==> config.mk <==
export PLATFORM = sky130hd
export DESIGN_NAME = mvs_label
export DESIGN_NICKNAME = d
export VERILOG_FILES = /design/src/sv/mvs_pkg.sv /design/src/sv/mvs_label.sv
export SDC_FILE = /design/constraint.sdc
export NUM_CORES = 1
export LEC_CHECK = 0
export ABC_AREA = 1
export BUFFER_PORTS_ARGS = -buffer_cell sky130_fd_sc_hd__buf_2
export CELL_PAD_IN_SITES_DETAIL_PLACEMENT = 1
export CELL_PAD_IN_SITES_GLOBAL_PLACEMENT = 2
export CORE_MARGIN = 1
export CORE_UTILIZATION = 35
export DETAILED_ROUTE_END_ITERATION = 6
export PLACE_DENSITY = 0.8
export SKIP_CTS_REPAIR_TIMING = 1
export SKIP_LAST_GASP = 1
export SYNTH_ARGS = -nofsm -noshare
export SYNTH_HDL_FRONTEND = slang
export SYNTH_SLANG_ARGS = --single-unit
==> constraint.sdc <==
create_clock -name i_clk -period 1.2 [get_ports i_clk]
set_clock_uncertainty 0.05 [all_clocks]
set_input_delay 0.06 -clock i_clk [delete_from_list [all_inputs] [get_ports i_clk]]
set_output_delay 0.06 -clock i_clk [all_outputs]
set_load 0.01 [all_outputs]
==> src/sv/mvs_pkg.sv <==
package mvs_pkg;

    // Field widths of the request and result items.
    localparam int COORD_W    = 20;
    localparam int PRICE_W    = 30;
    localparam int IDX_W      = 6;
    localparam int DIST_W     = COORD_W + 1;
    localparam int SUM_W      = PRICE_W + 1;
    localparam int COST_W     = DIST_W + SUM_W;
    localparam int TOTAL_W    = 58;

    // Default number of city slots.
    localparam int CITIES_DEF = 32;

    // Cycles from issuing a pair to the cost unit until its cost is visible.
    localparam int PIPE_LAT   = 3;

    // One stored city.
    typedef struct packed {
        logic [COORD_W-1:0] x_pos;
        logic [COORD_W-1:0] y_pos;
        logic [PRICE_W-1:0] station_price;
        logic [PRICE_W-1:0] wire_price;
    } t_city;

    // Candidate edge leaving the cost unit.
    typedef struct packed {
        logic              valid;
        logic [IDX_W-1:0]  idx_i;
        logic [IDX_W-1:0]  idx_j;
        logic [COST_W-1:0] cost;
    } t_cand;

endpackage

==> src/sv/mvs_label.sv <==
module mvs_label #(
    parameter int CITIES = mvs_pkg::CITIES_DEF
) (
    input  logic                      i_clk,
    input  logic [mvs_pkg::IDX_W-1:0] i_rd_a_addr,
    input  logic [mvs_pkg::IDX_W-1:0] i_rd_b_addr,
    output logic [mvs_pkg::IDX_W-1:0] o_rd_a,
    output logic [mvs_pkg::IDX_W-1:0] o_rd_b,
    input  logic                      i_wr_en,
    input  logic [mvs_pkg::IDX_W-1:0] i_wr_addr,
    input  logic [mvs_pkg::IDX_W-1:0] i_wr_data
);
    import mvs_pkg::*;

    localparam int LAW = $clog2(CITIES + 1);

    logic [IDX_W-1:0] r_mem [CITIES + 1];

    // Component label of every node, the virtual node included.
    always_ff @(posedge i_clk) begin
        if (i_wr_en) begin
            r_mem[i_wr_addr[LAW-1:0]] <= i_wr_data;
        end
        o_rd_a <= r_mem[i_rd_a_addr[LAW-1:0]];
        o_rd_b <= r_mem[i_rd_b_addr[LAW-1:0]];
    end
endmodule

==> metrics.sh, run 1 <==
FLOORPLAN.CORE_AREA_UM2=29000
SYNTH_LARGEST_TYPE_AREA_FRACTION_PCT=57.0
INITIAL_UTILIZATION_PCT=35.9
POST-SYNTH-TOP-COUNT-CELL='sky130_fd_sc_hd__nand2_1'
ANTENNA_CELLS=0
GRT_FIRST_PASS_WIRELENGTH_UM=57800
DRC_ERRORS=0
MIN_FROM='i_rd_a_addr[5]'
FLOORPLAN.DIE_AREA_UM2=30500
DATA_ARRIVAL_TIME_OF_THE_WORST_PATH_NS=1.64
TIMING.FINAL.CRIT_SHARE_PCT=106
DIE-WIDTH_UM=175
DRT_PRE_ANTENNA_ITERS=5
MAX-SLEW-MARGIN-REL_PCT=46.2
ROUTABILITY_DRIVEN_PLACEMENT_CONGESTION_RATIO=0.829
YS_ASYNC_SR_FRACTION_PCT=0
STATUS='complete, but fails checks'
PIN_COUNT_OF_THE_BIGGEST_NET_ENTERING_GLOBAL_ROUTING=53
GLOBALROUTEMET2UTIL_PCT=40.3
HIGHEST_CLOCK_FREQUENCY_THE_DESIGN_CAN_MEET_MHz=787
FINAL-HOLD-VIOLATION-COUNT=6
ROW_COUNT=62
NUM-NETS-FINAL=1310
PATH_CLK_SLEW_NS=0.06
YOSYS_WARN_COUNT=0
SETUP_VIOL=12
DIE_HEIGHT_UM=175
DRV_SLEW=0
CRITICAL_PATH_TYPE='register to register'
CELLLEAKAGEPOWER_uW=0.00526
REG2REG_DEPTH=8
CRITICAL_PATH_REQUIRED_NS=1.57
DPL.CELL_COUNT=1638
CTS_ROOT_BUF='sky130_fd_sc_hd__clkbuf_16'
FINAL.FILL_COUNT=3346
CRITICAL-PATH-SLOWEST-CELL='sky130_fd_sc_hd__edfxtp_1'
HTREE_LEVELS=1
MIN_DELAY_PATH_DEPTH=3
P_PER_AREA_nW_PER_UM2=1350
SYNTH-SEQ-AREA-SHARE_PCT=59.3
ANTENNA_LEFT=0
CRITICAL-PATH-MAX-STAGE-DELAY_NS=0.41
SYNTHTOPCELLSBYCOUNT='sky130_fd_sc_hd__nand2_1, sky130_fd_sc_hd__nand3_1, sky130_fd_sc_hd__edfxtp_1'
GRT_BUSIEST_LAYER='met2'
IOS=38
PRE_CTS_WS_NS=-0.335
NUMBER_OF_BUFFERS_INSERTED_DURING_CLOCK_TREE_SYNTHESIS=25
UNREPAIRED_SETUP_ENDPOINTS_AFTER_GLOBAL_ROUTING='yes'
POST_SYNTH_MAIN_AREA_CONTRIBUTORS='sky130_fd_sc_hd__edfxtp_1, sky130_fd_sc_hd__nand2_1, sky130_fd_sc_hd__nand3_1, sky130_fd_sc_hd__dfxtp_1, sky130_fd_sc_hd__buf_2'
SYNTH_EDF_COUNT=198
NETLIST_AREA_UM2=10400
POST_ROUTE_CELLS_DRIVE_ABOVE_1_SHARE_PCT=23.9
CELLS_AFTER_SYNTHESIS=1180
CLK_LATENCY_NS=0.53
HOLDCRITPATHCLASS='input port to register'
CP_CELL_SEQUENCE='nand2_1, nand3_1, nand3_2, nand2_2, nand2_2, nand3_2, nand3_1, nand2_1'
COUNT_OF_VIAS_PLACED_BY_THE_DETAILED_ROUTER=9136
AVGROUTEDWIREPERCELL_UM=22.8
VIOLATIONS='hold timing, setup timing'
CTS_TREE='done'
LAUNCH_POINT_OF_THE_WORST_REG_TO_REG_PATH='r_mem[3][4]'
MET1_ROUTING_RESOURCE_USAGE_AFTER_GLOBAL_ROUTING_PCT=35.9
SYNTHTOLAYOUTAREAGROWTH_PCT=25.1
CTSLONGESTPATHBUFFERS=3
HOLD_CRIT_ENDPOINT='o_rd_a[0]'
FINAL_CORE_OCC_PCT=45.0
POST_DP_CELL_AREA_UM2=11700
POSTSYNTHREGISTERBITS=210
GLOBALROUTEMET3UTIL_PCT=3.98
FINALNONFILLERCELLS=1686
FIRST_GLOBAL_VIAS=9376
POST_DRT_VIA_CELL_RATIO=5.42
R2R_SETUP_SLACK_NS=-0.07
SYN-MEAN-INSTANCE-AREA_UM2=8.84
RR_ENDPOINT='o_rd_a[4]'
FIN_HOLD_WS_NS=-0.208
GLOBALROUTE.TOTALOVERFLOW=0
WORST_SLACK_NS=-0.0711
HPWL_UM=25500
GRTUSAGETOTAL_PCT=25.6
SYNTH_TOP_CELL_BY_AREA='sky130_fd_sc_hd__edfxtp_1'
TOTALPOWERFINAL_uW=17600
MAX-CAP-VIOLATIONS=0
TIGHTESTPINTRANSITION_NS=0.808
YOSYS_MOST_USED_DFF='sky130_fd_sc_hd__edfxtp_1'
VDD.IR_DROP.WORST_V=0.00107
FINAL-SEQ-AREA_UM2=6190
YOSYSUNIQUECELLTYPES=13
CTS.SINK_COUNT=210
WORSTPATHMAXFANOUT=2
STDCELL_AREA_UM2=13000
PATH_DELAY_FAMILY='simple AND/OR/NAND/NOR gates'
SYN-NUM-NETS=1206
ROUTE.FINAL.WIRE_LENGTH_UM=38400
CRITICAL_PATH.STARTPOINT_TYPE='register'
MULTI_INPUT_COMB_AREA_UM2=4240
DRT_FIRST_ITER_VIOLATIONS=748
TIMING.FINAL.CRIT_PERIOD_NS=1.27
GRT_ANTENNA_BEFORE_REPAIR=0
NUMPORTBUFFERS=37
CRITICAL_PATH_BUF_INV_COUNT=0
TIMING.CRITICAL_PATH.TO_TYPE='register'
==> state kept, by name, indices dropped and copies added (netlist names) <==
signal / cells
r_mem: 198
o_rd_b: 6
o_rd_a: 6
==> worst reg2reg max path: stages, from the launching register on <==
cell and delay (ns):
sky130_fd_sc_hd__edfxtp_1 0.41, sky130_fd_sc_hd__nand2_1 0.08, sky130_fd_sc_hd__nand3_1 0.10, sky130_fd_sc_hd__nand3_2 0.11, sky130_fd_sc_hd__nand2_2 0.08, sky130_fd_sc_hd__nand2_2 0.08
sky130_fd_sc_hd__nand3_2 0.12, sky130_fd_sc_hd__nand3_1 0.10, sky130_fd_sc_hd__nand2_1 0.05
==> power breakdown <==
part	leakage [uW]	internal, uW	switching [uW]	total, uW
sequential	0.00188	8100	37.1	8130
combinational	0.00301	700	1440	2140
clock	0.000367	4230	3040	7280
==> routing by layer <==
| layer | part of all wire (%) | wire length, um |
|---|---|---|
| met2 | 47 | 17900 |
| met3 | 5.5 | 2110 |
| met5 | 0 | 0 |
| met1 | 45 | 17400 |
| met4 | 2.6 | 979 |
==> stage by stage <==
step | hold WS, ns | TNS [ns]
after global routing | -0.209 | -1.36
after floorplan | 0.109 | 0
after detailed placement | 0.321 | -21.49
after global placement | 0.321 | -17.33
after CTS | -0.228 | -1.67
final | -0.208 | -0.594
==> logic make-up (layout without fill, tap and decap cells) <==
family        after synthesis  after routing  synth area share [%]
buf+inv                    93            215                  5.10
flops                     210            210                  59.3
simple gates              877            877                  35.6
==> layout make-up <==
cell class / instances / area share (%)
tap: 384 / 3.68
multi-input combinational: 877 / 32.5
inverter: 17 / 0.528
timing repair buffer: 153 / 10.0
clock buffer: 32 / 5.00
sequential: 210 / 47.4
clock inverter: 13 / 0.835
==> placed cells by master, fill, tap and decap left out, types with 2 or more instances in the layout <==
| master | netlist | layout |
|---|---|---|
| sky130_fd_sc_hd__dlygate4sd3_1 | 0 | 2 |
| sky130_fd_sc_hd__dfxtp_1 | 12 | 11 |
| sky130_fd_sc_hd__clkinv_1 | 0 | 7 |
| sky130_fd_sc_hd__buf_4 | 10 | 97 |
| sky130_fd_sc_hd__inv_4 | 2 | 2 |
| sky130_fd_sc_hd__nand2_2 | 0 | 43 |
| sky130_fd_sc_hd__buf_2 | 40 | 35 |
| sky130_fd_sc_hd__inv_1 | 13 | 13 |
| sky130_fd_sc_hd__nand2_1 | 506 | 462 |
| sky130_fd_sc_hd__nand3_4 | 0 | 2 |
| sky130_fd_sc_hd__buf_12 | 0 | 19 |
| sky130_fd_sc_hd__nand3_2 | 0 | 78 |
| sky130_fd_sc_hd__nor2_1 | 36 | 36 |
| sky130_fd_sc_hd__bufinv_16 | 0 | 2 |
| sky130_fd_sc_hd__inv_2 | 2 | 2 |
| sky130_fd_sc_hd__clkbuf_16 | 0 | 25 |
| sky130_fd_sc_hd__nand3_1 | 335 | 255 |
| sky130_fd_sc_hd__edfxtp_1 | 198 | 198 |
| sky130_fd_sc_hd__clkinv_2 | 0 | 3 |
| sky130_fd_sc_hd__clkbuf_1 | 7 | 7 |
==> worst max-delay path by stage <==
| stage | startpoint | end | slack [ns] | cells after the start |
|---|---|---|---|---|
| 2_1_floorplan | i_wr_addr[4] | r_mem[24][0] | 0.08 | 4 |
| 4_1_cts | r_mem[2][0] | o_rd_a[0] | -0.18 | 8 |
| 3_3_place_gp | i_rd_a_addr[0] | o_rd_a[2] | -0.32 | 11 |
| 5_1_grt | r_mem[5][2] | o_rd_b[2] | -0.13 | 8 |
| 3_5_place_dp | i_rd_b_addr[0] | o_rd_b[2] | -0.33 | 11 |
| 6_report | r_mem[3][4] | o_rd_a[4] | -0.07 | 8 |
Note: power is estimated with default switching activity, not from simulation.
==> run 2, diff against run 1 <==
--- a/config.mk
+++ b/config.mk
@@ -9,6 +9,7 @@
 export BUFFER_PORTS_ARGS = -buffer_cell sky130_fd_sc_hd__buf_2
 export CELL_PAD_IN_SITES_DETAIL_PLACEMENT = 1
 export CELL_PAD_IN_SITES_GLOBAL_PLACEMENT = 2
+export CORE_ASPECT_RATIO = 1.5
 export CORE_MARGIN = 1
 export CORE_UTILIZATION = 35
 export DETAILED_ROUTE_END_ITERATION = 6
==> run 2 against run 1 <==
Net effect:
- the run still ends with hold timing, setup timing left
- die area hardly changed
- largest cell class unchanged
- sequential power hardly changed
- sequential share of layout area is 1.3 points lower
- worst hold slack better by 0.0083 ns
- combinational power is 5% higher
- core utilization is 0.67 points higher
- highest routed layer unchanged
- cell count is 1.4% higher
==> metrics.sh, run 2 (synthesized netlist as in run 1, its figures left out) <==
TIGHTESTPINTRANSITION_NS=0.865
FLOORPLAN.CORE_AREA_UM2=29400
R2R_SETUP_SLACK_NS=-0.11
LARGEST_REGISTER_FFS=198
INITIAL_UTILIZATION_PCT=35.5
HOLDCRITPATHCLASS='input port to register'
TIMING.FINAL.CRIT_SHARE_PCT=109
DATA_ARRIVAL_TIME_OF_THE_WORST_PATH_NS=1.68
RR_ENDPOINT='o_rd_a[0]'
LAUNCH_POINT_OF_THE_WORST_REG_TO_REG_PATH='r_mem[27][0]'
UNREPAIRED_SETUP_ENDPOINTS_AFTER_GLOBAL_ROUTING='yes'
FIRST_GLOBAL_VIAS=9770
PATH_CLK_SLEW_NS=0.06
CTS_ROOT_BUF='sky130_fd_sc_hd__clkbuf_16'
REG2REG_DEPTH=8
DRC_ERRORS=0
IOS=38
FIN_HOLD_WS_NS=-0.200
VIOLATIONS='hold timing, setup timing'
CRITICAL_PATH_REQUIRED_NS=1.56
POST_DRT_VIA_CELL_RATIO=5.40
DPL.CELL_COUNT=1666
MAX-CAP-VIOLATIONS=0
ANTENNA_LEFT=0
P_PER_AREA_nW_PER_UM2=1310
SYNTHTOLAYOUTAREAGROWTH_PCT=28.5
ROUTABILITY_DRIVEN_PLACEMENT_CONGESTION_RATIO=0.899
CLK_LATENCY_NS=0.53
NUM-NETS-FINAL=1325
DRT_PRE_ANTENNA_ITERS=5
POST_ROUTE_CELLS_DRIVE_ABOVE_1_SHARE_PCT=27.8
CELLLEAKAGEPOWER_uW=0.00541
TIMING.CRITICAL_PATH.TO_TYPE='register'
HOLD_CRIT_ENDPOINT='o_rd_a[1]'
DIE-WIDTH_UM=143
GRT_ANTENNA_BEFORE_REPAIR=0
STDCELL_AREA_UM2=13400
COUNT_OF_VIAS_PLACED_BY_THE_DETAILED_ROUTER=9234
NUMPORTBUFFERS=37
CRITICAL_PATH.STARTPOINT_TYPE='register'
POST_DP_CELL_AREA_UM2=11900
FINAL-HOLD-VIOLATION-COUNT=6
GRT_FIRST_PASS_WIRELENGTH_UM=59000
ANTENNA_CELLS=0
FINALSETUPTNS_NS=-0.616
FLOORPLAN.DIE_AREA_UM2=30500
PIN_COUNT_OF_THE_BIGGEST_NET_ENTERING_GLOBAL_ROUTING=73
SETUP_VIOL=11
GLOBALROUTE.TOTALOVERFLOW=0
CTSLONGESTPATHBUFFERS=3
WORST_SLACK_NS=-0.112
ROUTE.FINAL.WIRE_LENGTH_UM=39800
NUMBER_OF_BUFFERS_INSERTED_DURING_CLOCK_TREE_SYNTHESIS=23
HPWL_UM=27400
CTS_TREE='done'
DRV_SLEW=0
AVGROUTEDWIREPERCELL_UM=23.3
DRT_FIRST_ITER_VIOLATIONS=568
HTREE_LEVELS=1
COMMONEST_NON_FILL_NON_TAP_CELL_IN_THE_LAYOUT='sky130_fd_sc_hd__nand2_1'
FINAL_CELL_MIX='sky130_fd_sc_hd__nand2_1, sky130_fd_sc_hd__nand3_1, sky130_fd_sc_hd__edfxtp_1'
CTS.SINK_COUNT=210
CRITICAL_PATH_TYPE='register to register'
GRTUSAGETOTAL_PCT=26.7
ROW_COUNT=77
FINALNONFILLERCELLS=1710
WORSTPATHMAXFANOUT=2
MIN_FROM='i_rd_a_addr[5]'
MIN_DELAY_PATH_DEPTH=3
MAX-SLEW-MARGIN-REL_PCT=42.4
HIGHEST_CLOCK_FREQUENCY_THE_DESIGN_CAN_MEET_MHz=762
TIMING.FINAL.CRIT_PERIOD_NS=1.31
DIE_HEIGHT_UM=213
STATUS='complete, but fails checks'
VDD.IR_DROP.WORST_V=0.00109
## run 2: critical path, cell delays in order, from the launching register on
cell and delay (ns):
sky130_fd_sc_hd__edfxtp_1 0.39, sky130_fd_sc_hd__nand2_1 0.10, sky130_fd_sc_hd__nand3_1 0.10, sky130_fd_sc_hd__nand3_2 0.12, sky130_fd_sc_hd__nand2_1 0.07, sky130_fd_sc_hd__nand2_1 0.10
sky130_fd_sc_hd__nand3_2 0.10, sky130_fd_sc_hd__nand3_2 0.10, sky130_fd_sc_hd__nand2_1 0.07
## run 2: through the flow
stage               power, uW  setup WS [ns]  hold slack [ns]  utilization [%]
floorplan                9280         0.0779            0.109                -
global placement        10300         -0.340            0.326             40.5
detailed placement      10300         -0.357            0.328             40.5
CTS                     17400         -0.284           -0.227             43.0
global route            18000         -0.170           -0.183             45.6
finish                  17500         -0.112           -0.200             45.6
## run 2: how the worst max path moves through the flow
stage,slack [ns],to,start
CTS,-0.28,o_rd_a[2],r_mem[26][2]
global placement,-0.34,o_rd_a[2],i_rd_a_addr[0]
finish,-0.11,o_rd_a[0],r_mem[27][0]
detailed placement,-0.36,o_rd_a[5],i_rd_a_addr[0]
floorplan,0.08,r_mem[24][0],i_wr_addr[4]
global route,-0.17,o_rd_a[5],r_mem[1][5]
## run 2: layer usage
layer | routed length [um] | share of wire, % | GRT usage [%]
met1 | 15500 | 39 | 31.1
met2 | 21000 | 53 | 49.1
met5 | 0 | 0 | 0
met3 | 1350 | 3.4 | 2.48
met4 | 1840 | 4.6 | 12.6
## run 2: cell type report
type / count / area (um2)
multi-input combinational: 877 / 4440
inverter: 17 / 68.8
timing repair buffer: 170 / 1470
tap: 395 / 494
clock inverter: 17 / 165
fill: 3340 / 16000
clock buffer: 24 / 579
sequential: 210 / 6190
## run 2: report_power, final
part	switching (uW)	total (uW)	leakage, uW	internal (uW)
Sequential	41.7	8140	0.00188	8090
Combinational	1500	2250	0.00318	756
Clock	2990	7130	0.000353	4150
Total	4520	17500	0.00541	13000
==> run 3, diff against run 2 <==
--- a/config.mk
+++ b/config.mk
@@ -5,15 +5,14 @@
 export SDC_FILE = /design/constraint.sdc
 export NUM_CORES = 1
 export LEC_CHECK = 0
-export ABC_AREA = 1
 export BUFFER_PORTS_ARGS = -buffer_cell sky130_fd_sc_hd__buf_2
 export CELL_PAD_IN_SITES_DETAIL_PLACEMENT = 1
 export CELL_PAD_IN_SITES_GLOBAL_PLACEMENT = 2
 export CORE_ASPECT_RATIO = 1.5
 export CORE_MARGIN = 1
-export CORE_UTILIZATION = 35
+export CORE_UTILIZATION = 41
 export DETAILED_ROUTE_END_ITERATION = 6
-export PLACE_DENSITY = 0.8
+export PLACE_DENSITY = 0.78
 export SKIP_CTS_REPAIR_TIMING = 1
 export SKIP_LAST_GASP = 1
 export SYNTH_ARGS = -nofsm -noshare
==> constraint.sdc (replaced) <==
create_clock -name i_clk -period 1.07 [get_ports i_clk]
set_clock_uncertainty 0.05 [all_clocks]
set_input_delay 0.0535 -clock i_clk [delete_from_list [all_inputs] [get_ports i_clk]]
set_output_delay 0.0535 -clock i_clk [all_outputs]
set_load 0.01 [all_outputs]
==> run 3 against run 2 <==
Net effect:
- the run ends with setup timing left
- critical path depth shrank 3
- sequential power grew 12%
- via count shrank 30%
- core utilization increased by 5.6 points
- worst setup slack lost 0.49 ns
- wire length down 26%
- sequential cell count stayed put
- fmax shrank 21%
- register-to-register slack got worse by 0.49 ns
==> metrics.sh, run 3 <==
DRV_SLEW=0
CTS_ROOT_BUF='sky130_fd_sc_hd__clkbuf_16'
FINAL_CELL_MIX='sky130_fd_sc_hd__edfxtp_1, sky130_fd_sc_hd__mux2i_1, sky130_fd_sc_hd__buf_4'
ANTENNA_CELLS=0
R2R_SETUP_SLACK_NS=-0.60
FIN_HOLD_WS_NS=0.0369
FINAL-HOLD-VIOLATION-COUNT=0
SYN-MEAN-INSTANCE-AREA_UM2=15.2
SYNTHTOLAYOUTAREAGROWTH_PCT=22.9
CTS.SINK_COUNT=210
POST-SYNTH-TOP-COUNT-CELL='sky130_fd_sc_hd__edfxtp_1'
CRITICAL_PATH_REQUIRED_NS=1.40
COMMONEST_NON_FILL_NON_TAP_CELL_IN_THE_LAYOUT='sky130_fd_sc_hd__edfxtp_1'
DATA_ARRIVAL_TIME_OF_THE_WORST_PATH_NS=2.00
POST_SYNTH_MAIN_AREA_CONTRIBUTORS='sky130_fd_sc_hd__edfxtp_1, sky130_fd_sc_hd__mux2i_1, sky130_fd_sc_hd__a22oi_1, sky130_fd_sc_hd__a221oi_2, sky130_fd_sc_hd__dfxtp_1'
CELLS_AFTER_SYNTHESIS=668
YS_ASYNC_SR_FRACTION_PCT=0
ROUTE.FINAL.WIRE_LENGTH_UM=29600
AREA_SHARE_OF_XOR_XNOR_CELLS_IN_THE_SYNTHESIZED_DESIGN_PCT=0
GRT_BUSIEST_LAYER='met2'
WORSTSETUPSTARTPOINT='r_mem[12][5]'
CTS_TREE='done'
SYNTH-SEQ-AREA-SHARE_PCT=61.0
CELLLEAKAGEPOWER_uW=0.00456
CRITICAL_PATH.STARTPOINT_TYPE='register'
POSTSYNTHREGISTERBITS=210
POST_SYNTH_FA_HA_MAJ_AREA_FRACTION_PCT=0
SYNTH_EDF_COUNT=198
FLOORPLAN.DIE_AREA_UM2=25400
GLOBALROUTEMET3UTIL_PCT=3.33
DRC_ERRORS=0
ROW_COUNT=70
CRITICAL_PATH_BUF_INV_COUNT=0
COMBINATIONAL_FAMILY_WITH_THE_MOST_AREA_AFTER_SYNTHESIS='multiplexers'
IOS=38
LARGEST_REGISTER_FFS=198
FINALNONFILLERCELLS=1108
TIGHTESTPINTRANSITION_NS=0.794
SYN-NUM-NETS=694
YOSYSUNIQUECELLTYPES=27
CP_CELL_SEQUENCE='mux2i_1, a22o_1, a221oi_2, o22ai_1, o41ai_2'
REG2REG_DEPTH=5
P_PER_AREA_nW_PER_UM2=1490
GRTUSAGETOTAL_PCT=23.7
CTSLONGESTPATHBUFFERS=3
DPL.CELL_COUNT=1070
NETLIST_AREA_UM2=10100
GRT_FIRST_PASS_WIRELENGTH_UM=43400
INITIAL_UTILIZATION_PCT=41.7
HOLDCRITPATHCLASS='input port to register'
SYNTH_LARGEST_TYPE_AREA_FRACTION_PCT=58.6
CRITICAL_PATH_TYPE='register to register'
HPWL_UM=21500
ANTENNA_LEFT=0
UNREPAIRED_SETUP_ENDPOINTS_AFTER_GLOBAL_ROUTING='yes'
MET1_ROUTING_RESOURCE_USAGE_AFTER_GLOBAL_ROUTING_PCT=27.5
NUM-NETS-FINAL=797
MAX-CAP-VIOLATIONS=0
GLOBALROUTE.TOTALOVERFLOW=0
GRT_ANTENNA_BEFORE_REPAIR=0
TIMING.CRITICAL_PATH.TO_TYPE='register'
RR_ENDPOINT='o_rd_a[5]'
MIN_DELAY_PATH_DEPTH=3
AVGROUTEDWIREPERCELL_UM=26.7
WORSTPATHMAXFANOUT=2
HTREE_LEVELS=1
SYNTHTOPCELLSBYCOUNT='sky130_fd_sc_hd__edfxtp_1, sky130_fd_sc_hd__mux2i_1, sky130_fd_sc_hd__a22oi_1'
POST_DRT_VIA_CELL_RATIO=5.84
LAUNCH_POINT_OF_THE_WORST_REG_TO_REG_PATH='r_mem[12][5]'
TIMING.FINAL.CRIT_SHARE_PCT=156
YOSYS_MOST_USED_DFF='sky130_fd_sc_hd__edfxtp_1'
GLOBALROUTEMET2UTIL_PCT=43.4
VDD.IR_DROP.WORST_V=0.000933
NUMPORTBUFFERS=37
MIN_FROM='i_wr_addr[4]'
VIOLATIONS='setup timing'
FIRST_GLOBAL_VIAS=7043
POST_ROUTE_CELLS_DRIVE_ABOVE_1_SHARE_PCT=33.0
CRITICAL-PATH-MAX-STAGE-DELAY_NS=0.38
HOLD_CRIT_ENDPOINT='r_mem[32][2]'
TIMING.FINAL.CRIT_PERIOD_NS=1.67
DRT_PRE_ANTENNA_ITERS=4
DIE_HEIGHT_UM=195
COUNT_OF_VIAS_PLACED_BY_THE_DETAILED_ROUTER=6470
PATH_DELAY_FAMILY='compound AO/OA/AOI/OAI gates'
SETUP_VIOL=12
NUMBER_OF_BUFFERS_INSERTED_DURING_CLOCK_TREE_SYNTHESIS=21
ROUTABILITY_DRIVEN_PLACEMENT_CONGESTION_RATIO=0.922
HIGHEST_CLOCK_FREQUENCY_THE_DESIGN_CAN_MEET_MHz=600
FLOORPLAN.CORE_AREA_UM2=24300
SYNTHSIMPLEGATEAREAFRAC_PCT=3.61
CLK_LATENCY_NS=0.50
STATUS='complete, but fails checks'
MAX-SLEW-MARGIN-REL_PCT=47.1
PIN_COUNT_OF_THE_BIGGEST_NET_ENTERING_GLOBAL_ROUTING=34
SYNTH.AREA.MUX_SHARE_PCT=18.9
YOSYS_WARN_COUNT=0
DIE-WIDTH_UM=130
WORST_SLACK_NS=-0.598
SYNTH_COMPOUND_GATE_AREA_SHARE_PCT=12.8
SYNTH_TOP_CELL_BY_AREA='sky130_fd_sc_hd__edfxtp_1'
CRITICAL-PATH-SLOWEST-CELL='sky130_fd_sc_hd__o41ai_2'
PATH_CLK_SLEW_NS=0.06
DRT_FIRST_ITER_VIOLATIONS=339
-- run 3: changes by cell type in the layout (fill, tap and decap cells not counted), moves of 32 or more --
cell                      change
sky130_fd_sc_hd__nand2_1    -441
sky130_fd_sc_hd__nand3_1    -223
sky130_fd_sc_hd__mux2i_1    +191
sky130_fd_sc_hd__nand3_2    -106
sky130_fd_sc_hd__nand2_2     -47
sky130_fd_sc_hd__a22oi_1     +46
sky130_fd_sc_hd__buf_4       -40
sky130_fd_sc_hd__nor2_1      -35
sky130_fd_sc_hd__nor2_4      +32
-- run 3: kinds of logic (layout without fill, tap and decap cells) --
| group | count (synthesis) | after routing |
|---|---|---|
| multiplexers | 192 | 192 |
| AND/OR/NAND/NOR | 78 | 78 |
| flip-flops | 210 | 210 |
| AO/OA/AOI/OAI | 144 | 144 |
| buffers and inverters | 44 | 160 |
-- run 3: cell type report --
cell class | instances | area, um2
multi-input combinational | 414 | 4090
fill | 2390 | 11900
sequential | 210 | 6190
clock inverter | 11 | 133
tap | 324 | 405
timing repair buffer | 124 | 1100
clock buffer | 25 | 541
-- run 3: worst max-delay path by stage --
stage / endpoint / depth (start not counted)
after floorplan: o_rd_a[0] / 7
after global placement: o_rd_b[5] / 7
after detailed placement: o_rd_b[5] / 7
after CTS: o_rd_b[5] / 5
after global routing: o_rd_a[5] / 5
final: o_rd_a[5] / 5
-- run 3: per-stage QoR --
step	setup TNS, ns	area [um2]	total power, uW	util (%)	setup slack (ns)
6_report	-5.48	12500	18600	51.2	-0.598
3_5_place_dp	-63.81	11600	11300	47.4	-0.766
5_1_grt	-6.21	12500	19100	51.2	-0.673
2_1_floorplan	-3.97	10600	10400	-	-0.267
3_3_place_gp	-55.06	11600	11200	47.4	-0.698
4_1_cts	-6.37	12200	18600	50.2	-0.661
-- run 3: metal layers --
metal,up-vias,wire [um]
li1,2902,-
met5,-,0
met1,3379,11400
met3,49,1060
met4,0,906
met2,140,16100
-- run 3: worst reg2reg max path, cell delays in order, from the launching register on --
cell and delay (ns):
sky130_fd_sc_hd__edfxtp_1 0.35, sky130_fd_sc_hd__mux2i_1 0.08, sky130_fd_sc_hd__a22o_1 0.25, sky130_fd_sc_hd__a221oi_2 0.27, sky130_fd_sc_hd__o22ai_1 0.18, sky130_fd_sc_hd__o41ai_2 0.38
-- run 3: where the power goes --
part           internal, uW  switching, uW
clock                  4330           3070
combinational           893           1200
sequential             9080           46.7
total                 14300           4310
